<file path="config.mk">
export PLATFORM = sky130hd
export DESIGN_NAME = block_transfer_address_sequencer_unit
export DESIGN_NICKNAME = d
export VERILOG_FILES = /design/src/hdl/btas_pkg.sv /design/src/hdl/btas_addr_unit.sv /design/src/hdl/btas_seq.sv /design/src/hdl/block_transfer_address_sequencer_unit.sv
export SDC_FILE = /design/constraint.sdc
export NUM_CORES = 1
export LEC_CHECK = 0
export BUFFER_PORTS_ARGS = -buffer_cell sky130_fd_sc_hd__buf_2
export CORE_MARGIN = 2
export CORE_UTILIZATION = 50
export DETAILED_ROUTE_END_ITERATION = 16
export PLACE_DENSITY = 0.75
export REMOVE_ABC_BUFFERS = 1
export SLEW_MARGIN = 20
export SYNTH_ARGS = -nofsm -noshare
export SYNTH_HDL_FRONTEND = slang
export SYNTH_SLANG_ARGS = --single-unit
</file>
<file path="constraint.sdc">
create_clock -name clk -period 8.9 [get_ports clk]
set_clock_uncertainty 0.05 [all_clocks]
set_input_delay 0.89 -clock clk [delete_from_list [all_inputs] [get_ports clk]]
set_output_delay 0.89 -clock clk [all_outputs]
set_load 0.005 [all_outputs]
</file>
<file path="src/hdl/btas_pkg.sv">
// ----------------------------------------------------------------------------
// btas_pkg - block transfer address sequencer package
// Shared widths, constants and the control struct passed from the sequencer.
// ----------------------------------------------------------------------------
package btas_pkg;

  localparam int NUM_REGS  = 16;
  localparam int REG_W     = 4;
  localparam int ADDR_W    = 32;

  localparam logic [REG_W-1:0]  PC_REG    = 4'd15;
  localparam logic [ADDR_W-1:0] WORD_STEP = 32'd4;

  typedef struct packed {
    logic             busy;     // an instruction is being expanded
    logic             advance;  // a result is produced this cycle
    logic             empty;    // register list was empty
    logic             last;     // this transfer is the final one
    logic [REG_W-1:0] reg_idx;  // register of this transfer
  } seq_ctrl_t;

endpackage

</file>
<file path="src/hdl/btas_addr_unit.sv">
// ----------------------------------------------------------------------------
// btas_addr_unit - shared address adder
// Holds the running address base +/- 4k and steps it by one word per transfer.
// ----------------------------------------------------------------------------
module btas_addr_unit (
  input  logic                        clk,
  input  logic                        load,
  input  logic                        advance,
  input  logic                        up,
  input  logic [btas_pkg::ADDR_W-1:0] base,
  output logic [btas_pkg::ADDR_W-1:0] acc,
  output logic [btas_pkg::ADDR_W-1:0] sum
);

  logic [btas_pkg::ADDR_W-1:0] acc_next;

  // single adder: acc + 4 or acc - 4
  assign sum = up ? (acc + btas_pkg::WORD_STEP) : (acc - btas_pkg::WORD_STEP);

  always_comb begin
    acc_next = acc;
    if (load) begin
      acc_next = base;
    end else if (advance) begin
      acc_next = sum;
    end
  end

  always_ff @(posedge clk) begin
    acc <= acc_next;
  end

endmodule

</file>
<file path="src/hdl/btas_seq.sv">
// ----------------------------------------------------------------------------
// btas_seq - register list sequencer
// Walks the register list one set bit per cycle, while the output is free, in transfer order.
// ----------------------------------------------------------------------------
module btas_seq (
  input  logic                          clk,
  input  logic                          rst,
  input  logic                          load,
  input  logic                          up,
  input  logic [btas_pkg::NUM_REGS-1:0] reg_list,
  input  logic                          out_free,
  output btas_pkg::seq_ctrl_t           ctrl
);

  logic [btas_pkg::NUM_REGS-1:0] scan;
  logic [btas_pkg::NUM_REGS-1:0] scan_next;
  logic [btas_pkg::NUM_REGS-1:0] scan_rest;
  logic [btas_pkg::NUM_REGS-1:0] list_rev;
  logic                          busy;
  logic                          busy_next;
  logic                          dir_up;
  logic [btas_pkg::REG_W-1:0]    pos;

  // scan order: the lowest set bit of the scan mask is always the next register to visit
  always_comb begin
    for (int i = 0; i < btas_pkg::NUM_REGS; i++) begin
      list_rev[i] = reg_list[btas_pkg::NUM_REGS-1-i];
    end
  end

  // lowest set bit of the scan mask
  always_comb begin
    pos = '0;
    for (int i = btas_pkg::NUM_REGS-1; i >= 0; i--) begin
      if (scan[i]) begin
        pos = btas_pkg::REG_W'(i);
      end
    end
  end

  assign scan_rest = scan & (scan - btas_pkg::NUM_REGS'(1));

  always_comb begin
    ctrl.busy    = busy;
    ctrl.advance = busy && out_free;
    ctrl.empty   = (scan == '0);
    ctrl.last    = (scan_rest == '0);
    ctrl.reg_idx = dir_up ? pos : (btas_pkg::PC_REG - pos);
  end

  always_comb begin
    scan_next = scan;
    busy_next = busy;
    if (load) begin
      scan_next = up ? reg_list : list_rev;
      busy_next = 1'b1;
    end else if (ctrl.advance) begin
      scan_next = scan_rest;
      busy_next = !(ctrl.last || ctrl.empty);
    end
  end

  always_ff @(posedge clk) begin
    if (rst) begin
      busy <= 1'b0;
    end else begin
      busy <= busy_next;
    end
  end

  always_ff @(posedge clk) begin
    scan <= scan_next;
    if (load) begin
      dir_up <= up;
    end
  end

endmodule

</file>
<file path="src/hdl/block_transfer_address_sequencer_unit.sv">
// ----------------------------------------------------------------------------
// block_transfer_address_sequencer_unit - block transfer address sequencer
// Expands one block transfer instruction into one word per listed register.
// ----------------------------------------------------------------------------
// Order: an accepted word loads the sequencer and address registers; each
//   result word is then registered in the output register. A new input word
//   is taken only after the last result of the previous one (an empty list
//   still yields one result word); one result per cycle while the output is free.
// Reset: synchronous, active high; clears busy and the output valid only.
// ----------------------------------------------------------------------------
module block_transfer_address_sequencer_unit (
  input  logic                          clk,
  input  logic                          rst,
  // input channel
  input  logic                          in_valid,
  output logic                          in_ready,
  input  logic [btas_pkg::NUM_REGS-1:0] reg_list,
  input  logic                          pre_index,
  input  logic                          up,
  input  logic                          write_back,
  input  logic                          is_load,
  input  logic [btas_pkg::REG_W-1:0]    base_reg,
  input  logic [btas_pkg::ADDR_W-1:0]   base_value,
  // output channel
  output logic                          out_valid,
  input  logic                          out_ready,
  output logic                          transfer_valid,
  output logic [btas_pkg::REG_W-1:0]    reg_index,
  output logic [btas_pkg::ADDR_W-1:0]   address,
  output logic                          load_op,
  output logic                          pc_plus_twelve,
  output logic                          base_update_valid,
  output logic [btas_pkg::REG_W-1:0]    update_reg,
  output logic [btas_pkg::ADDR_W-1:0]   new_base,
  output logic                          last
);

  btas_pkg::seq_ctrl_t         ctrl;
  logic                        load;
  logic                        out_free;
  logic [btas_pkg::ADDR_W-1:0] acc;
  logic [btas_pkg::ADDR_W-1:0] sum;

  // held instruction fields
  logic                        pre;
  logic                        dir_up;
  logic                        wb;
  logic                        ld;
  logic [btas_pkg::REG_W-1:0]  breg;

  logic                        fin;
  logic                        upv;

  // one instruction at a time; a new word is taken once the last result
  // has been handed to the output register. Nothing is taken during reset.
  assign in_ready = !ctrl.busy && !rst;
  assign load     = in_valid && in_ready;
  assign out_free = !out_valid || out_ready;

  always_ff @(posedge clk) begin
    if (load) begin
      pre    <= pre_index;
      dir_up <= up;
      wb     <= write_back;
      ld     <= is_load;
      breg   <= base_reg;
    end
  end

  btas_seq u_seq (
    .clk      (clk),
    .rst      (rst),
    .load     (load),
    .up       (up),
    .reg_list (reg_list),
    .out_free (out_free),
    .ctrl     (ctrl)
  );

  // acc tracks base +/- 4k; sum is the next word address. Pre-indexed
  // transfers use sum, post-indexed use acc. After the final transfer sum
  // equals base +/- 4*count, the written-back base.
  btas_addr_unit u_addr (
    .clk     (clk),
    .load    (load),
    .advance (ctrl.advance),
    .up      (dir_up),
    .base    (base_value),
    .acc     (acc),
    .sum     (sum)
  );

  assign fin = ctrl.last || ctrl.empty;
  assign upv = fin && wb;

  // output register
  always_ff @(posedge clk) begin
    if (rst) begin
      out_valid <= 1'b0;
    end else if (ctrl.advance) begin
      out_valid <= 1'b1;
    end else if (out_ready) begin
      out_valid <= 1'b0;
    end
  end

  always_ff @(posedge clk) begin
    if (ctrl.advance) begin
      transfer_valid    <= !ctrl.empty;
      reg_index         <= ctrl.empty ? '0 : ctrl.reg_idx;
      address           <= ctrl.empty ? '0 : (pre ? sum : acc);
      load_op           <= ld;
      // stores of the PC are flagged to carry PC plus 12
      pc_plus_twelve    <= !ctrl.empty && !ld && (ctrl.reg_idx == btas_pkg::PC_REG);
      base_update_valid <= upv;
      update_reg        <= upv ? breg : '0;
      // empty list: acc still holds the base itself
      new_base          <= upv ? (ctrl.empty ? acc : sum) : '0;
      last              <= fin;
    end
  end

  // checks
  a_busy_after_accept : assert property (@(posedge clk) disable iff (rst)
    (in_valid && in_ready) |=> !in_ready)
    else $error("sequencer not busy after accepting an instruction");

  a_pc12_store_only : assert property (@(posedge clk) disable iff (rst)
    (out_valid && pc_plus_twelve) |->
      (transfer_valid && !load_op && reg_index == btas_pkg::PC_REG))
    else $error("PC plus 12 flagged on a word that is not a store of the PC");

  a_update_on_last : assert property (@(posedge clk) disable iff (rst)
    (out_valid && (base_update_valid || !transfer_valid)) |-> last)
    else $error("writeback or empty-list word not marked last");

  a_idle_no_pending : assert property (@(posedge clk) disable iff (rst)
    (out_valid && last && out_ready && in_ready) |=> (!out_valid || !in_ready))
    else $error("result produced while the sequencer was idle");

endmodule
</file>
# --- Word-level counts from Yosys, hierarchy flattened ---
# Index checks and enable logic that the tools add are counted.
totals:
  register_bits: 135
  out_inout_bits: 79
  wordCells: 71
op_classes:
  eq_ne: 1
  n_bitwise: 1
  addsub: 4
  mux: 29
  n_reduce_logical: 18
ops:
  columns: ["cell", "count"]
  rows:
  - ["32-bit 2-to-1 mux", 5]
  - ["4-bit 2-to-1 mux", 17]
  - ["16-bit 2-to-1 mux", 3]
  - ["32-bit by 3-bit adder with 32-bit output, second input constant", 1]
  - ["16-bit zero test", 2]
  - ["32-bit by 3-bit subtractor with 32-bit output, second input constant", 1]
  - ["16-bit AND", 1]
  - ["16-bit by 1-bit subtractor with 16-bit output, second input constant", 1]
  - ["1-bit logical AND", 6]
  - ["1-bit zero test", 6]
  - ["4-bit equality test, second input constant", 1]
  - ["1-bit 2-to-1 mux", 4]
  - ["2-bit nonzero test", 2]
  - ["4-bit subtractor, first input constant", 1]
  - ["1-bit logical OR", 2]

# --- Longest topological paths before layout ---
# Gate-level depths: netlist of run 1.
logic_depth:
  depth_word: 20
  ltp_mapped: 12

# --- Modules after synthesis ---
# A second synthesis of run 1 with hierarchy kept.
unflattened:
  hier_cells: 763
  area_unflattened_um2: 8579.5
modules_own_cells:
  columns: ["mod", "cells_per_inst", "instances", "area_per_inst_um2", "seq_area_each_um2"]
  rows:
  - ["block_transfer_address_sequencer_unit", 286, 1, 4129.0, 2572.5]
  - ["btas_addr_unit", 330, 1, 3080.5, 960.9]
  - ["btas_seq", 147, 1, 1370.1, 530.5]

# --- Worst setup path before layout of run 1 ---
# OpenSTA, ideal clock, no wires.
synth_path:
  path_type: "input -> register"
  from: "in out_ready"
  to: "reg u_addr.acc[10] in the netlist's numbering (enable)"
  arrival_time_ns: 4.156
  path_stages: 3
  path_buffers: 0
  path_slack_ns: 4.283
  path_cell_list: "nand2b_1 > and2_1 > nand2b_1"
synth_lines:
  columns: ["item", "line", "rtl"]
  rows:
  - ["start, declared", "block_transfer_address_sequencer_unit.sv:26", "input logic out_ready,"]
  - ["end signal, assigned", "btas_addr_unit.sv:30", "acc <= acc_next;"]
  - ["end, declared", "btas_addr_unit.sv:11", "output logic [btas_pkg::ADDR_W-1:0] acc,"]

==> summary.txt, run 1 <==
Run status
  • Outcome: completed

Power and ir drop
  • Sw Share: 33.9%
  • Clock Power Share: 25.5%
  • Max VDD drop: 166 uV
  • Part of the power in registers: 40.0%
  • Lkg Pwr: 3.76 nW
  • Final Power: 2.38 mW
  • Int Power: 1.57 mW
  • PwrDens: 263 nW/um^2
  • Combinational share of power: 34.6%
  • Sw Pwr: 0.807 mW

Route
  • Vias: 5948
  • Avg WL per Cell: 16.0 um
  • Post-Route WL: 16900 um
  • Vias/cell: 5.63
  • ANT nets after route: 0
  • TritonRoute pass-1 iters: 5
  • Iteration-0 DRC Markers: 378
  • Drc violations: 0

Clock network
  • Clk Latency, worst-skew pair: 0.42 ns
  • TritonCTS clock tree: done
  • CTS root buffer: clkbuf_16
  • Clock slew at the register clock pins of the worst setup and hold paths: 0.05 ns
  • CTS Hold Buffers Added: 0
  • PostCTS Resize Cnt: 0
  • Post-CTS Setup Inserts: 0
  • CTS Buffer Depth: 2
  • CTS H-tree depth: 4
  • CTS Buf Count: 17
  • CTS sink cnt: 135

Logic synthesis
  • Post-synth ARST share: 0%
  • Most frequent cell after synthesis: nand2_1
  • Post-Syn Instances: 732
  • Post-synth top area cell: edfxtp_1
  • Top cells by area, synth: edfxtp_1 52%, nand2_1 6.8%, mux2i_1 5.3%
  • Number of flops mapped to enable cells by yosys: 133
  • Number of synthesized register bits: 135
  • Distinct cells, synth: 63
  • Synth warn: 0
  • Avg Inst Size Synth: 10.5 sq um
  • Sequential area share after synthesis: 52.3%
  • Yosys top cell area share: 51.8%
  • Synth cell count leaders: 139 x nand2_1, 133 x edfxtp_1, 55 x nor2_1
  • Synthesized area: 7710 sq um
  • Post-synth top flop: edfxtp_1

STA
  • Period utilization: 44.4%
  • Worst slew pin tran: 0.676 ns
  • Post-layout min period: 3.95 ns
  • Sum Neg Setup Slack: 0 ns
  • Max-slew violations: 0
  • Slew margin rel.: 54.9%
  • FMAX: 253 MHz
  • Final Hold Viols: 0
  • Unrepaired setup endpoints after global routing: false
  • Final setup violation count: 0

Critical path
  • Worst R2R Start: u_seq.dir_up
  • Startpoint Class: register
  • CP Launch Point: u_seq.dir_up
  • Crit-path max FO: 24
  • Crit end category: register
  • Critical path class: reg -> reg
  • Worst EP required: 9.01 ns
  • Arrival @ worst endpoint: 4.07 ns
  • Reg2Reg Depth: 12

Die
  • Core footprint: 15100 sq um
  • DIE WIDTH: 128 um
  • Die area: 16400 sq um
  • Rows: 45
  • DIE HEIGHT: 128 um
  • Top-Level Pins: 139
  • Starting density of the core: 50.9%

Finish
  • Layout cell share with drive strength beyond 1: 23.8%
  • Layout area overhead: 17.2%
  • Non-Filler Instances: 1057
  • Largest regs: address x32, new_base x32, u_addr.acc x32
  • Antenna cell count: 0
  • Nets@finish: 950
  • Post-Route Utilization: 59.7%

Run
  • Max cap viols: 0

Global routing
  • Initial antenna violation count: 1
  • First-pass GRT wire length: 27100 um
  • Vias in the first global route: 5599
  • Largest net degree at the start of global routing: 63
  • Total grt overflow: 0
  • Total GRT Usage: 21.1%

Min path
  • Worst min path class: reg -> reg
  • Hold Path Stages: 0
  • Hold_sp: ld

Place
  • DP HPWL: 11700 um
  • RD Place Congestion: 0.929
  • IO buf count: 138
  • Dpl cells: 1030
## placed cells by master, fill, tap and decap left out, types with 3 or more instances in the layout
master     instances
nand2_1          138
buf_4              7
o31ai_1            7
o22ai_1            4
nand3b_1           4
nand4_1            5
or3_1              5
xnor2_1           22
a31oi_1            3
inv_1             20
edfxtp_1         133
a21oi_2           19
and3_1            11
o221ai_1           3
nor3_1             7
a21o_1            13
a21oi_1           47
xor2_1            12
nand2_2            3
o211ai_1          12
o21bai_1           5
buf_2            138
nor2_1            54
o21ai_1            3
or4_1              4
nand2b_1           3
a211oi_1           5
clkbuf_16         17
o21ai_0           32
ha_1              28
clkinv_1           7
mux2i_1           41
nand3_1           12
## path summary, 6_finish.rpt
path / endpoint / slack [ns]
min reg2reg: load_op / 0.42
min: load_op / 0.42
max reg2reg: u_addr.acc[31] / 4.95
max: u_addr.acc[31] / 4.95
## area by class of cell
cell class,instances,area (sq um)
Clock buffer,18,429
Clock inverter,9,65.1
Fill cell,1284,6110
Inverter,23,87.6
Multi-Input combinational cell,539,3440
Sequential cell,135,4030
Tap cell,188,235
Timing Repair Buffer,145,743
## metal layers
layer / part of all wire (%) / GRT usage [%] / vias up
met5: 0.065 / 0 / -
met3: 4.9 / 4.51 / 30
met4: 2.3 / 8.02 / 2
met1: 45 / 27.2 / 2798
met2: 48 / 35.1 / 176
li1: - / - / 2942
## cells by family (layout without fill, tap and decap cells)
family	Yosys count	after routing	share of synthesized area [%]
multiplexers	42	42	5.47
flip-flops	135	135	52.3
AO/OA/AOI/OAI	166	166	14.1
AND/OR/NAND/NOR	266	266	15.9
adder cells (fa/ha/maj)	31	31	5.08
buffers and inverters	58	195	3.26
XOR/XNOR	34	34	3.86
## per-stage QoR
stage / area (sq um) / setup slack [ns] / hold WS [ns]
after floorplan: 7550 / 3.51 / 0.378
after global placement: 8540 / 4.92 / 0.385
after detailed placement: 8540 / 4.81 / 0.403
after CTS: 9040 / 4.80 / 0.416
after global routing: 9040 / 4.56 / 0.425
final: 9040 / 4.95 / 0.417
## power groups by stage
stage	Clock [mW]	Combinational, mW	Sequential (mW)
floorplan	0	0.606	0.954
global placement	0	0.801	0.959
detailed placement	0	0.818	0.962
CTS	0.616	0.823	0.951
global route	0.645	0.930	0.964
finish	0.606	0.823	0.951
## worst max-delay path: stages, from the launching register on
cell and delay, ns:
edfxtp_1 0.40, clkinv_1 0.38, buf_4 0.39, ha_1 0.39
a21oi_1 0.30, o221ai_1 0.18, a221oi_1 0.34, a21boi_1 0.14
o211ai_1 0.29, nor4b_2 0.30, nor3_1 0.13, xnor2_1 0.14
mux2_2 0.27
No activity file was read; power rests on OpenSTA's default activity.
==> run 2: changes to the inputs <==
--- a/config.mk
+++ b/config.mk
@@ -5,11 +5,12 @@
 export SDC_FILE = /design/constraint.sdc
 export NUM_CORES = 1
 export LEC_CHECK = 0
+export ABC_AREA = 1
 export BUFFER_PORTS_ARGS = -buffer_cell sky130_fd_sc_hd__buf_2
 export CORE_MARGIN = 2
 export CORE_UTILIZATION = 50
 export DETAILED_ROUTE_END_ITERATION = 16
-export PLACE_DENSITY = 0.75
+export PLACE_DENSITY = 0.74
 export REMOVE_ABC_BUFFERS = 1
 export SLEW_MARGIN = 20
 export SYNTH_ARGS = -nofsm -noshare
==> constraint.sdc (replaced) <==
create_clock -name clk -period 3.9 [get_ports clk]
set_clock_uncertainty 0.05 [all_clocks]
set_input_delay 0.39 -clock clk [delete_from_list [all_inputs] [get_ports clk]]
set_output_delay 0.39 -clock clk [all_outputs]
set_load 0.005 [all_outputs]
==> summary.txt, run 2 <==
STA
  • Period utilization: 84.7% (+40 points)
  • Unrepaired setup endpoints after global routing: false
  • Worst hold slack: 0.0871 ns (-0.330 ns)
  • Slew margin rel.: 34.5% (-20 points)
  • Post-layout min period: 3.30 ns (-0.651 ns)
  • Final setup violation count: 0 (unchanged)
  • FMAX: 303 MHz (+20%)
  • Max-slew violations: 0 (unchanged)
  • Final Hold Viols: 0 (unchanged)
  • Final setup margin: 0.597 ns (-4.35 ns)
  • Worst slew pin tran: 0.983 ns (+0.307 ns)

Global routing
  • First-pass GRT wire length: 29900 um (+10%)
  • Total GRT Usage: 22.8% (+1.7 points)
  • Total grt overflow: 0 (unchanged)
  • Largest net degree at the start of global routing: 78 (+24%)
  • Vias in the first global route: 6219 (+11%)
  • Initial antenna violation count: 0 (-1)

Critical path
  • Crit-path max FO: 17 (-29%)
  • CP Launch Point: u_seq.dir_up
  • Critical path class: reg -> reg
  • Flop-to-flop setup slack: 0.60 ns (-4.35 ns)
  • Worst R2R Start: u_seq.dir_up
  • CP max stage delay: 0.60 ns (+0.20 ns)
  • Crit path top cell by count: nand2_1
  • Startpoint Class: register
  • Worst EP required: 4.00 ns (-5.01 ns)
  • Slowest stage cell, crit path: o31ai_1
  • Arrival @ worst endpoint: 3.40 ns (-0.67 ns)
  • Reg2reg end: new_base[21]
  • Crit end category: register
  • Reg2Reg Depth: 13 (+1)
  • Crit path capture: new_base[21]
  • Cells along the critical path: inv_1, ha_1, nor2_1, nand2_1, o21ai_1, o31ai_1, nand2_1, nand2_1, nand3_1, nand3_1, nand2_1, nand2_1, a21oi_2

Finish
  • Layout area overhead: 18.1%
  • FF+latch area: 4030 sq um (unchanged)
  • Commonest cells after routing, fill and taps aside: 251 x nand2_1, 138 x buf_2, 137 x nor2_1
  • Largest regs: address x32, new_base x32, u_addr.acc x32
  • Non-Filler Instances: 1310 (+24%)
  • Fillers: 1437 (+12%)
  • Post-Route Utilization: 59.9% (+0.21 points)
  • Post-route cell area: 9440 sq um (+4.5%)
  • Commonest non-fill, non-tap cell in the layout: nand2_1
  • Footprint of the multi-input gates: 3450 sq um (+0.33%)
  • Layout cell share with drive strength beyond 1: 19.9% (-3.9 points)
  • Antenna cell count: 0 (unchanged)
  • Nets@finish: 1170 (+23%)

Logic synthesis
  • Post-synth top area cell: edfxtp_1
  • Sequential area share after synthesis: 50.4% (-1.9 points)
  • Post-Syn Instances: 948 (+30%)
  • Synthesized area: 8000 sq um (+3.7%)
  • Yosys top cell area share: 49.9% (-1.8 points)
  • Number of synthesized register bits: 135 (unchanged)
  • Avg Inst Size Synth: 8.44 sq um (-20%)
  • Number of flops mapped to enable cells by yosys: 133 (unchanged)
  • Post-synth ARST share: 0% (unchanged)
  • Most frequent cell after synthesis: nand2_1
  • Distinct cells, synth: 43 (-32%)
  • Post-synth top flop: edfxtp_1
  • Synth warn: 0 (unchanged)
  • Top cells by area, synth: edfxtp_1 50%, nand2_1 12%, nor2_1 6.5%
  • Synth cell count leaders: 251 x nand2_1, 138 x nor2_1, 133 x edfxtp_1

Power and ir drop
  • Lkg Pwr: 4.20 nW (+12%)
  • Max VDD drop: 339 uV (+100%)
  • PwrDens: 563 nW/um^2 (+110%)

Die
  • Top-Level Pins: 139 (unchanged)
  • Rows: 46 (+2.2%)
  • DIE HEIGHT: 130 um (+1.8%)
  • Die area: 17000 sq um (+3.6%)
  • Starting density of the core: 50.7% (-0.21 points)
  • Core footprint: 15800 sq um (+4.1%)
  • DIE WIDTH: 130 um (+1.8%)

Place
  • Dpl cell area: 8900 sq um (+4.2%)
  • IO buf count: 138 (unchanged)
  • DP HPWL: 13500 um (+15%)
  • Dpl ws: 0.630 ns (-4.18 ns)
  • Dpl cells: 1278 (+24%)
  • RD Place Congestion: 0.967 (+4.1%)

Clock network
  • Clk Latency, worst-skew pair: 0.43 ns (about the same)
  • CTS sink cnt: 135 (unchanged)
  • CTS Buffer Depth: 2 (unchanged)
  • CTS root buffer: clkbuf_16
  • PostCTS Resize Cnt: 0 (unchanged)
  • CTS Hold Buffers Added: 0 (unchanged)
  • CTS Buf Count: 17 (unchanged)
  • CTS H-tree depth: 4 (unchanged)
  • Post-CTS Setup Inserts: 0 (unchanged)
  • TritonCTS clock tree: done
  • Clock slew at the register clock pins of the worst setup and hold paths: 0.06 ns (about the same)

Route
  • Avg WL per Cell: 14.3 um (-11%)
  • Drc violations: 0 (unchanged)
  • Vias: 6753 (+14%)
  • TritonRoute pass-1 iters: 6 (+1)
  • Vias/cell: 5.15 (-8.4%)
  • Iteration-0 DRC Markers: 634 (+68%)
  • ANT nets after route: 0 (unchanged)
  • Post-Route WL: 18800 um (+11%)

Min path
  • Worst min path class: in -> reg

Run
  • Max cap viols: 0 (unchanged)

Run status
  • Outcome: completed
-- run 2: power by group --
| group | internal, mW | switching (mW) | total, mW |
|---|---|---|---|
| Combinational | 0.628 | 1.13 | 1.76 |
| Clock | 0.865 | 0.604 | 1.47 |
| Sequential | 1.94 | 0.142 | 2.08 |
| Total | 3.43 | 1.88 | 5.31 |
-- run 2: logic make-up after synthesis --
kind of cell    after synthesis  synth area share [%]
fa+ha+maj                    29                  4.63
simple gates                449                  23.0
compound gates              176                  12.8
buf+inv                     137                  6.68
flops                       135                  50.4
xor+xnor                     22                  2.41
-- run 2: worst min-delay path by stage --
| stage | start | to | depth (start not counted) |
|---|---|---|---|
| after floorplan | ld | load_op | 0 |
| after global placement | ld | load_op | 0 |
| after detailed placement | ld | load_op | 0 |
| after CTS | write_back | wb | 1 |
| after global routing | write_back | wb | 1 |
| final | base_reg[1] | breg[1] | 1 |
-- run 2: layer usage --
metal / share of wire (%) / track usage [%]
met5: 0 / 0
met3: 5.9 / 4.36
met2: 48 / 38.3
met1: 45 / 30.1
met4: 1.5 / 7.26
-- run 2: layout make-up --
class	instances	share of cell area, %
Inverter	105	4.17
Multi-Input combinational cell	676	36.6
Tap cell	216	2.86
Sequential cell	135	42.7
Timing Repair Buffer	146	7.95
Clock buffer	18	4.55
Clock inverter	14	1.17
-- run 2: critical path, delay by kind of cell (launching register included) --
family	cells	cell delay [ns]
adder cells (fa/ha/maj)	1	0.32
AO/OA/AOI/OAI	3	0.77
buffers and inverters	1	0.55
AND/OR/NAND/NOR	8	0.87
flip-flops	1	0.48
-- run 2: through the flow --
| stage | power, mW | setup TNS (ns) |
|---|---|---|
| after floorplan | 3.36 | -53.59 |
| after global placement | 3.81 | 0 |
| after detailed placement | 3.85 | 0 |
| after CTS | 5.32 | 0 |
| after global routing | 5.66 | 0 |
| final | 5.31 | 0 |
